File: config.mk
export PLATFORM = sky130hd
export DESIGN_NAME = vertex_bounds_box_and_radius
export DESIGN_NICKNAME = d
export VERILOG_FILES = /design/src/sv/vbbr_pkg.sv /design/src/sv/vbbr_front.sv /design/src/sv/vbbr_queue.sv /design/src/sv/vbbr_back.sv /design/src/sv/vertex_bounds_box_and_radius.sv
export SDC_FILE = /design/constraint.sdc
export NUM_CORES = 2
export LEC_CHECK = 0
export BUFFER_PORTS_ARGS = -buffer_cell sky130_fd_sc_hd__buf_2
export CORE_ASPECT_RATIO = 0.9
export CORE_MARGIN = 8
export CORE_UTILIZATION = 51
export DETAILED_ROUTE_END_ITERATION = 8
export GPL_TIMING_DRIVEN = 0
export HOLD_SLACK_MARGIN = 0.02
export PLACE_DENSITY_LB_ADDON = 0.2
export SKIP_LAST_GASP = 1
export SYNTH_ARGS = -nofsm -noshare
export SYNTH_HDL_FRONTEND = slang
export SYNTH_SLANG_ARGS = --single-unit
export TNS_END_PERCENT = 30
File: constraint.sdc
create_clock -name clk -period 32.3 [get_ports clk]
set_input_delay 3.23 -clock clk [delete_from_list [all_inputs] [get_ports clk]]
set_output_delay 3.23 -clock clk [all_outputs]
set_load 0.1 [all_outputs]
File: src/sv/vbbr_pkg.sv
// vbbr_pkg: shared types and constants for the vertex bounds box and radius block
// holds the coordinate width, word structs and the back-end state encoding
// no dependencies
package vbbr_pkg;

	// coordinate width and derived widths
	localparam int CoordBits = 16;
	// largest squared length is at most 3 * 2^(2*CoordBits-2), so 2*CoordBits bits hold it
	localparam int SqBits    = 2 * CoordBits;
	localparam int RemBits   = CoordBits + 2;
	localparam int StepBits  = $clog2(CoordBits + 1);

	typedef logic signed [CoordBits-1:0] coord_t;
	typedef logic        [CoordBits-1:0] radius_t;
	typedef logic        [SqBits-1:0]    sq_t;

	// input word: one vertex
	typedef struct packed {
		coord_t pos_x;
		coord_t pos_y;
		coord_t pos_z;
		logic   last_vertex;
	} vtx_t;

	// output word: box corners and radius of one set
	typedef struct packed {
		coord_t  box_min_x;
		coord_t  box_min_y;
		coord_t  box_min_z;
		coord_t  box_max_x;
		coord_t  box_max_y;
		coord_t  box_max_z;
		radius_t bound_radius;
	} box_t;

	// finished set handed from front to back
	typedef struct packed {
		coord_t min_x;
		coord_t min_y;
		coord_t min_z;
		coord_t max_x;
		coord_t max_y;
		coord_t max_z;
		sq_t    max_sq;
	} set_t;

	// queue status seen by both ends
	typedef struct packed {
		logic full;
		logic empty;
	} q_stat_t;

	// back-end sequencer states
	typedef enum logic [2:0] {
		BkIdle = 3'b001,
		BkRun  = 3'b010,
		BkDone = 3'b100
	} bk_state_t;

endpackage

File: src/sv/vbbr_front.sv
// vbbr_front: vertex intake, squaring pipeline and running bounds accumulation
// pushes one finished set per last vertex into the set queue
// depends on vbbr_pkg
module vbbr_front (
	input  logic               clk,
	input  logic               arst_n,
	input  logic               vtx_valid,
	output logic               vtx_stall,
	input  vbbr_pkg::vtx_t     vtx,
	input  vbbr_pkg::q_stat_t  q_stat,
	output logic               q_push,
	output vbbr_pkg::set_t     q_data
);

	logic advance;
	logic in_fire;

	// stage 1: coordinates and per-axis squares
	logic                     s1_valid_s1;
	vbbr_pkg::vtx_t           vtx_s1;
	vbbr_pkg::sq_t            sq_x_s1, sq_y_s1, sq_z_s1;
	logic signed [vbbr_pkg::SqBits-1:0] prod_x, prod_y, prod_z;

	// stage 2: coordinates and squared length
	logic                     s2_valid_s2;
	vbbr_pkg::vtx_t           vtx_s2;
	vbbr_pkg::sq_t            sq_s2;

	// running bounds
	logic                     awaiting_first_q;
	vbbr_pkg::set_t           run_q;
	vbbr_pkg::set_t           run_next;
	logic                     acc_en;

	// whole front moves together; only a last vertex facing a full queue holds it
	assign advance   = !(s2_valid_s2 && vtx_s2.last_vertex && q_stat.full);
	assign vtx_stall = !advance;
	assign in_fire   = vtx_valid && advance;

	// signed squares, operands sign-extended to the product width
	assign prod_x = vbbr_pkg::SqBits'(vtx.pos_x) * vbbr_pkg::SqBits'(vtx.pos_x);
	assign prod_y = vbbr_pkg::SqBits'(vtx.pos_y) * vbbr_pkg::SqBits'(vtx.pos_y);
	assign prod_z = vbbr_pkg::SqBits'(vtx.pos_z) * vbbr_pkg::SqBits'(vtx.pos_z);

	// pipeline valids
	always_ff @(posedge clk or negedge arst_n) begin
		if (!arst_n) begin
			s1_valid_s1 <= 1'b0;
			s2_valid_s2 <= 1'b0;
		end else if (advance) begin
			s1_valid_s1 <= in_fire;
			s2_valid_s2 <= s1_valid_s1;
		end
	end

	// pipeline payload
	always_ff @(posedge clk) begin
		if (advance) begin
			vtx_s1  <= vtx;
			sq_x_s1 <= vbbr_pkg::sq_t'(prod_x);
			sq_y_s1 <= vbbr_pkg::sq_t'(prod_y);
			sq_z_s1 <= vbbr_pkg::sq_t'(prod_z);
			vtx_s2  <= vtx_s1;
			sq_s2   <= sq_x_s1 + sq_y_s1 + sq_z_s1;
		end
	end

	// fold the stage 2 vertex into the running bounds
	always_comb begin
		if (awaiting_first_q) begin
			run_next.min_x  = vtx_s2.pos_x;
			run_next.min_y  = vtx_s2.pos_y;
			run_next.min_z  = vtx_s2.pos_z;
			run_next.max_x  = vtx_s2.pos_x;
			run_next.max_y  = vtx_s2.pos_y;
			run_next.max_z  = vtx_s2.pos_z;
			run_next.max_sq = sq_s2;
		end else begin
			run_next.min_x  = (vtx_s2.pos_x < run_q.min_x) ? vtx_s2.pos_x : run_q.min_x;
			run_next.min_y  = (vtx_s2.pos_y < run_q.min_y) ? vtx_s2.pos_y : run_q.min_y;
			run_next.min_z  = (vtx_s2.pos_z < run_q.min_z) ? vtx_s2.pos_z : run_q.min_z;
			run_next.max_x  = (vtx_s2.pos_x > run_q.max_x) ? vtx_s2.pos_x : run_q.max_x;
			run_next.max_y  = (vtx_s2.pos_y > run_q.max_y) ? vtx_s2.pos_y : run_q.max_y;
			run_next.max_z  = (vtx_s2.pos_z > run_q.max_z) ? vtx_s2.pos_z : run_q.max_z;
			run_next.max_sq = (sq_s2 > run_q.max_sq) ? sq_s2 : run_q.max_sq;
		end
	end

	assign acc_en = s2_valid_s2 && advance;

	// running bounds and set-start flag
	always_ff @(posedge clk or negedge arst_n) begin
		if (!arst_n) begin
			awaiting_first_q <= 1'b1;
			run_q            <= '0;
		end else if (acc_en) begin
			awaiting_first_q <= vtx_s2.last_vertex;
			run_q            <= run_next;
		end
	end

	// hand the finished set to the queue
	assign q_push = acc_en && vtx_s2.last_vertex;
	assign q_data = run_next;

endmodule

File: src/sv/vbbr_queue.sv
// vbbr_queue: small fifo of finished sets between front and back
// register-file storage, one push and one pop per cycle
// depends on vbbr_pkg
module vbbr_queue #(
	parameter int DEPTH = 2
) (
	input  logic               clk,
	input  logic               arst_n,
	input  logic               push,
	input  vbbr_pkg::set_t     wr_data,
	input  logic               pop,
	output vbbr_pkg::set_t     rd_data,
	output vbbr_pkg::q_stat_t  stat
);

	localparam int PtrBits = (DEPTH > 1) ? $clog2(DEPTH) : 1;
	localparam int CntBits = $clog2(DEPTH + 1);
	localparam logic [PtrBits-1:0] LastPtr  = PtrBits'(DEPTH - 1);
	localparam logic [CntBits-1:0] FullCnt  = CntBits'(DEPTH);

	vbbr_pkg::set_t     mem [DEPTH];
	logic [PtrBits-1:0] wr_ptr_q, rd_ptr_q;
	logic [CntBits-1:0] count_q;

	assign stat.full  = (count_q == FullCnt);
	assign stat.empty = (count_q == '0);
	assign rd_data    = mem[rd_ptr_q];

	// storage write
	always_ff @(posedge clk) begin
		if (push) begin
			mem[wr_ptr_q] <= wr_data;
		end
	end

	// pointers and fill count
	always_ff @(posedge clk or negedge arst_n) begin
		if (!arst_n) begin
			wr_ptr_q <= '0;
			rd_ptr_q <= '0;
			count_q  <= '0;
		end else begin
			if (push) begin
				wr_ptr_q <= (wr_ptr_q == LastPtr) ? '0 : wr_ptr_q + 1'b1;
			end
			if (pop) begin
				rd_ptr_q <= (rd_ptr_q == LastPtr) ? '0 : rd_ptr_q + 1'b1;
			end
			case ({push, pop})
				2'b10:   count_q <= count_q + 1'b1;
				2'b01:   count_q <= count_q - 1'b1;
				default: count_q <= count_q;
			endcase
		end
	end

endmodule

File: src/sv/vbbr_back.sv
// vbbr_back: bit-serial integer square root and output word register
// takes one set from the queue, produces one result word
// depends on vbbr_pkg
module vbbr_back (
	input  logic               clk,
	input  logic               arst_n,
	input  vbbr_pkg::q_stat_t  q_stat,
	input  vbbr_pkg::set_t     q_data,
	output logic               pop,
	output logic               box_valid,
	input  logic               box_stall,
	output vbbr_pkg::box_t     box
);

	localparam logic [vbbr_pkg::StepBits-1:0] LastStep =
		vbbr_pkg::StepBits'(vbbr_pkg::CoordBits - 1);

	vbbr_pkg::bk_state_t             state_q;
	vbbr_pkg::set_t                  set_q;
	vbbr_pkg::sq_t                   n_q;
	logic [vbbr_pkg::RemBits-1:0]    rem_q;
	vbbr_pkg::radius_t               root_q;
	logic [vbbr_pkg::StepBits-1:0]   step_q;
	logic                            out_valid_q;
	vbbr_pkg::box_t                  out_word_q;

	logic [vbbr_pkg::RemBits-1:0]    rem_sh;
	logic [vbbr_pkg::RemBits-1:0]    trial;
	logic                            take;
	logic                            out_free;
	logic                            load_out;

	// one root bit per step: bring down two bits, try root*4+1
	assign rem_sh = {rem_q[vbbr_pkg::CoordBits-1:0], n_q[vbbr_pkg::SqBits-1 -: 2]};
	assign trial  = {root_q, 2'b01};
	assign take   = (rem_sh >= trial);

	assign pop      = (state_q == vbbr_pkg::BkIdle) && !q_stat.empty;
	assign out_free = !out_valid_q || !box_stall;
	assign load_out = (state_q == vbbr_pkg::BkDone) && out_free;

	// sequencer
	always_ff @(posedge clk or negedge arst_n) begin
		if (!arst_n) begin
			state_q <= vbbr_pkg::BkIdle;
			step_q  <= '0;
		end else begin
			case (state_q)
				vbbr_pkg::BkIdle: begin
					if (pop) begin
						state_q <= vbbr_pkg::BkRun;
						step_q  <= '0;
					end
				end
				vbbr_pkg::BkRun: begin
					step_q <= step_q + 1'b1;
					if (step_q == LastStep) begin
						state_q <= vbbr_pkg::BkDone;
					end
				end
				vbbr_pkg::BkDone: begin
					if (out_free) begin
						state_q <= vbbr_pkg::BkIdle;
					end
				end
				default: state_q <= vbbr_pkg::BkIdle;
			endcase
		end
	end

	// root datapath
	always_ff @(posedge clk) begin
		if (pop) begin
			set_q  <= q_data;
			n_q    <= q_data.max_sq;
			rem_q  <= '0;
			root_q <= '0;
		end else if (state_q == vbbr_pkg::BkRun) begin
			n_q    <= n_q << 2;
			rem_q  <= take ? (rem_sh - trial) : rem_sh;
			root_q <= {root_q[vbbr_pkg::CoordBits-2:0], take};
		end
	end

	// output word register
	always_ff @(posedge clk or negedge arst_n) begin
		if (!arst_n) begin
			out_valid_q <= 1'b0;
		end else if (load_out) begin
			out_valid_q <= 1'b1;
		end else if (!box_stall) begin
			out_valid_q <= 1'b0;
		end
	end

	always_ff @(posedge clk) begin
		if (load_out) begin
			out_word_q.box_min_x    <= set_q.min_x;
			out_word_q.box_min_y    <= set_q.min_y;
			out_word_q.box_min_z    <= set_q.min_z;
			out_word_q.box_max_x    <= set_q.max_x;
			out_word_q.box_max_y    <= set_q.max_y;
			out_word_q.box_max_z    <= set_q.max_z;
			out_word_q.bound_radius <= root_q;
		end
	end

	assign box_valid = out_valid_q;
	assign box       = out_word_q;

endmodule

File: src/sv/vertex_bounds_box_and_radius.sv
// vertex_bounds_box_and_radius: accepts one vertex word per cycle when not stalled.
// a last vertex passes stage 1 and stage 2 and is then pushed into the set queue; the back end pops it,
// works out the square root one radius bit per step and loads the output word.
// the back end pops a new set only from idle, so shorter sets queue up.
// arst_n clears pipeline valids, queue, sequencer and output valid; the next vertex opens a set.
// depends on vbbr_pkg, vbbr_front, vbbr_queue, vbbr_back
module vertex_bounds_box_and_radius #(
	parameter int QUEUE_DEPTH = 2
) (
	input  logic            clk,
	input  logic            arst_n,
	input  logic            vtx_valid,
	output logic            vtx_stall,
	input  vbbr_pkg::vtx_t  vtx,
	output logic            box_valid,
	input  logic            box_stall,
	output vbbr_pkg::box_t  box
);

	vbbr_pkg::q_stat_t q_stat;
	logic              q_push;
	logic              q_pop;
	vbbr_pkg::set_t    q_wr_data;
	vbbr_pkg::set_t    q_rd_data;

	// intake and accumulation
	vbbr_front u_front (
		.clk       (clk),
		.arst_n    (arst_n),
		.vtx_valid (vtx_valid),
		.vtx_stall (vtx_stall),
		.vtx       (vtx),
		.q_stat    (q_stat),
		.q_push    (q_push),
		.q_data    (q_wr_data)
	);

	// finished sets waiting for the root unit
	vbbr_queue #(
		.DEPTH (QUEUE_DEPTH)
	) u_queue (
		.clk     (clk),
		.arst_n  (arst_n),
		.push    (q_push),
		.wr_data (q_wr_data),
		.pop     (q_pop),
		.rd_data (q_rd_data),
		.stat    (q_stat)
	);

	// square root and output word
	vbbr_back u_back (
		.clk       (clk),
		.arst_n    (arst_n),
		.q_stat    (q_stat),
		.q_data    (q_rd_data),
		.pop       (q_pop),
		.box_valid (box_valid),
		.box_stall (box_stall),
		.box       (box)
	);

	// a set is never pushed into a full queue
	a_no_overflow: assert property (@(posedge clk) disable iff (!arst_n)
		q_push |-> !q_stat.full)
		else $error("set pushed into full queue");

	// the back end never pops an empty queue
	a_no_underflow: assert property (@(posedge clk) disable iff (!arst_n)
		q_pop |-> !q_stat.empty)
		else $error("set popped from empty queue");

	// a delivered box is never inverted on any axis
	a_box_ordered: assert property (@(posedge clk) disable iff (!arst_n)
		box_valid |-> (box.box_min_x <= box.box_max_x) && (box.box_min_y <= box.box_max_y)
			&& (box.box_min_z <= box.box_max_z))
		else $error("box corners out of order");

endmodule
==> run summary <==
Outcome -> finished, final reports clean
Worst Tran Pin Value -> 1.34 ns
NumNets Final -> 6881
Post-Syn Instances -> 5358
CTS sink cnt -> 892
Clock Skew -> 0.0875 ns
Core ar. -> 125000 um2
Worst Setup SP -> vtx[6]
Post-synthesis register bit count -> 892
Final GP Congestion -> 0.895
Crit Path Class -> in -> reg
Met1 WL -> 63000 um
CTS clock-pin slew for the worst setup and hold paths -> 0.06 ns
Hold Startpoint -> u_back.set_q[96]
Largest net degree at the start of global routing -> 76
Fin util -> 56.8%
Total setup buffers inserted after CTS -> 0
WL/cell -> 18.5 um
Final Setup Violations -> 0
Startpoint types -> primary input
Die width -> 391 um
First-pass GRT wire length -> 221000 um
RSZ-0062 raised after global routing -> false
Met2 routed WL -> 64000 um
Primary FF master, synth -> edfxtp_1
Highest-delay cell along the critical path -> clkbuf_1
Final Instance Area -> 71100 um2
WHS Path Cells -> 0
Die H -> 353 um
WP depth -> 24
Slowest stage delay, CP -> 0.70 ns
WHS Endpoint -> u_back.box[80]
Critical path's most frequent cell -> fa_1
Max Cap Viol -> 0
Drt first pass iters -> 5
Clock latency on the worst-skew pair -> 0.71 ns
Fin crit share -> 31.7%
Hold-fix buffers, CTS -> 0
# port buffers -> 166
Layout cell share with drive strength beyond 1 -> 12.0%
Reg-to-reg slack, setup -> 28.15 ns
Worst Setup End Kind -> register
Final TNS setup -> 0 ns
Grt ovf -> 0
CTS Buf Count -> 95
Starting DRT DRC Count -> 2268
Worst Path Arrival -> 10.64 ns
Initial core utilization -> 51.5%
Fin. Hold Viols -> 0
R2R Path End -> u_queue.mem[0][120]
Area Growth Syn to Fin -> 10.3%
Routed WL -> 137000 um
Wire length on met3 -> 6710 um
Synth warn -> 0
Leading cell type in the layout, fill and taps excluded -> inv_1
Post-Place Cell Area -> 67900 um2
Syn Area/Cell -> 12.0 um2
CTS resizes -> 0
Async SR Flop Fraction -> 16.1%
Seq/Total Area, Yosys -> 40.0%
Final hold slack -> 0.407 ns
Most frequent cells in the layout -> inv_1 (1102), fa_1 (736), edfxtp_1 (716), ha_1 (442), nand2_1 (359)
HP Class -> reg -> reg
CTS root buffer -> clkbuf_16
Row count -> 123
Slew Limit Fails -> 0
H-tree depth -> 3
Worst-case reg-to-reg path depth -> 9
Synth Cell Area -> 64400 um2
Synth cell types -> 77
Buffers & Inverters on Critical Path -> 7
DRC -> 0
Filler Cell Count -> 10400
CP Cell Sequence -> buf_2 > clkbuf_1 > clkbuf_1 > nand2_1 > fa_1 > fa_1 > fa_1 > inv_1 > fa_1 > fa_1 > inv_1 > fa_1 > inv_1 > ha_1 > clkbuf_1 > a21oi_1 > a31oi_1 > a311oi_1 > o21ai_0 > nand4_1 > a31oi_1 > o21a_1 > nor2_1 > xnor2_1
CTS tree -> yes
Vias in the first global route -> 40900
Ports -> 167
Tmin final -> 10.25 ns
Post-DP HPWL -> 108000 um
Slew headroom -> 10.8%
Via count -> 38600
Maximum clock rate -> 97.6 MHz
Critical Path RT -> 32.69 ns
CP max FO -> 10
GRT Overall Usage -> 20.1%
Highest routed layer -> met4
Top cell family by delay on the critical path -> adder cells
Die ar. -> 138000 um2
Post-DRT Antenna Nets -> 0
Detailed-route vias per instance -> 5.20
Reg-to-Reg Start -> u_front.vtx_s2[0]
Longest Clk Path Bufs -> 3
Antenna violations before repair -> 7
Post-synth EDFFs -> 716
## Yosys cell counts (all sizes together) (13+ instances only)
master	count	share of area, %
inv	1103	6.4
a211oi	26	0.30
o21ai	180	1.4
dfrtp	142	5.5
nor3	30	0.23
a21o	76	0.89
xor2	43	0.58
nand2	359	2.1
xnor2	140	1.9
edfxtp	716	33
buf	25	0.23
o22ai	30	0.29
a21oi	143	1.1
mux2i	49	0.76
clkbuf	125	0.73
nand2b	33	0.32
nor2b	25	0.24
a31oi	13	0.13
o21a	27	0.31
o21bai	24	0.28
nor2	162	0.94
nand3	53	0.41
ha	442	8.6
and2	136	1.3
dfxtp	32	0.99
fa	736	23
and3	17	0.17
nand4	32	0.31
mux2	301	5.4
o22a	16	0.22
## kinds of logic after synthesis
| family | count (synthesis) | share of synthesized area [%] |
|---|---|---|
| fa+ha+maj | 1178 | 31.5 |
| compound gates | 614 | 6.02 |
| simple gates | 887 | 6.50 |
| mux | 350 | 6.20 |
| xor+xnor | 183 | 2.49 |
| flops | 892 | 40.0 |
| buf+inv | 1253 | 7.38 |
| other cells | 1 | 0.00582 |
## layer usage
metal  vias up  GRT usage, %
met5         -             0
met4         0          5.10
met3       163          3.06
met2       806          32.5
met1     19400          28.6
li1      18200             -
## registers in the layout (all words and copies together) (netlist names), 2 cells and up
register         flops
u_front.vtx_s1      46
u_back.step_q        5
u_front.sq_y_s1     31
u_back.root_q       16
u_front.sq_z_s1     31
u_back.n_q          32
u_back.rem_q        16
u_front.vtx_s2      49
u_queue.count_q      2
u_front.sq_x_s1     31
u_back.set_q        96
u_front.run_q      128
u_back.state_q       3
u_back.box         112
u_front.sq_s2       32
u_queue.mem        256
## cell type report
| cell class | count | area, um2 | area share (%) |
|---|---|---|---|
| plain buffers | 150 | 616 | 0.866 |
| clock buffers | 126 | 2530 | 3.57 |
| well taps | 1687 | 2110 | 2.97 |
| flip-flops and latches | 892 | 25700 | 36.2 |
| clock inverters | 53 | 601 | 0.845 |
| diodes | 3 | 7.51 | 0.0106 |
| multi-input cells | 3215 | 34000 | 47.8 |
| repair buffers | 193 | 1370 | 1.93 |
| inverters | 1103 | 4140 | 5.83 |
## worst register-to-register path, delay by kind of cell (launching register included)
kind	cells	cell delay [ns]
flip-flops	1	0.42
AND/OR/NAND/NOR	4	1.73
buffers and inverters	5	1.67
## stage by stage
step,std cells,worst slack [ns]
after floorplan,5360,18.41
after global placement,7213,12.70
after detailed placement,7240,21.48
after CTS,7419,22.14
after global routing,7420,21.70
final,7422,22.05
## worst max path at each step
stage / endpoint / slack (ns)
global route: u_front.sq_z_s1[31] / 21.70
finish: u_front.sq_z_s1[31] / 22.05
floorplan: vtx_stall / 18.41
CTS: u_front.sq_z_s1[30] / 22.14
global placement: u_queue.mem[0][38] / 12.70
detailed placement: u_front.sq_z_s1[30] / 21.48
Power is left out: the tool's default activity adds up to more than one toggle a clock period on the data nets, which glitch-free logic cannot reach.
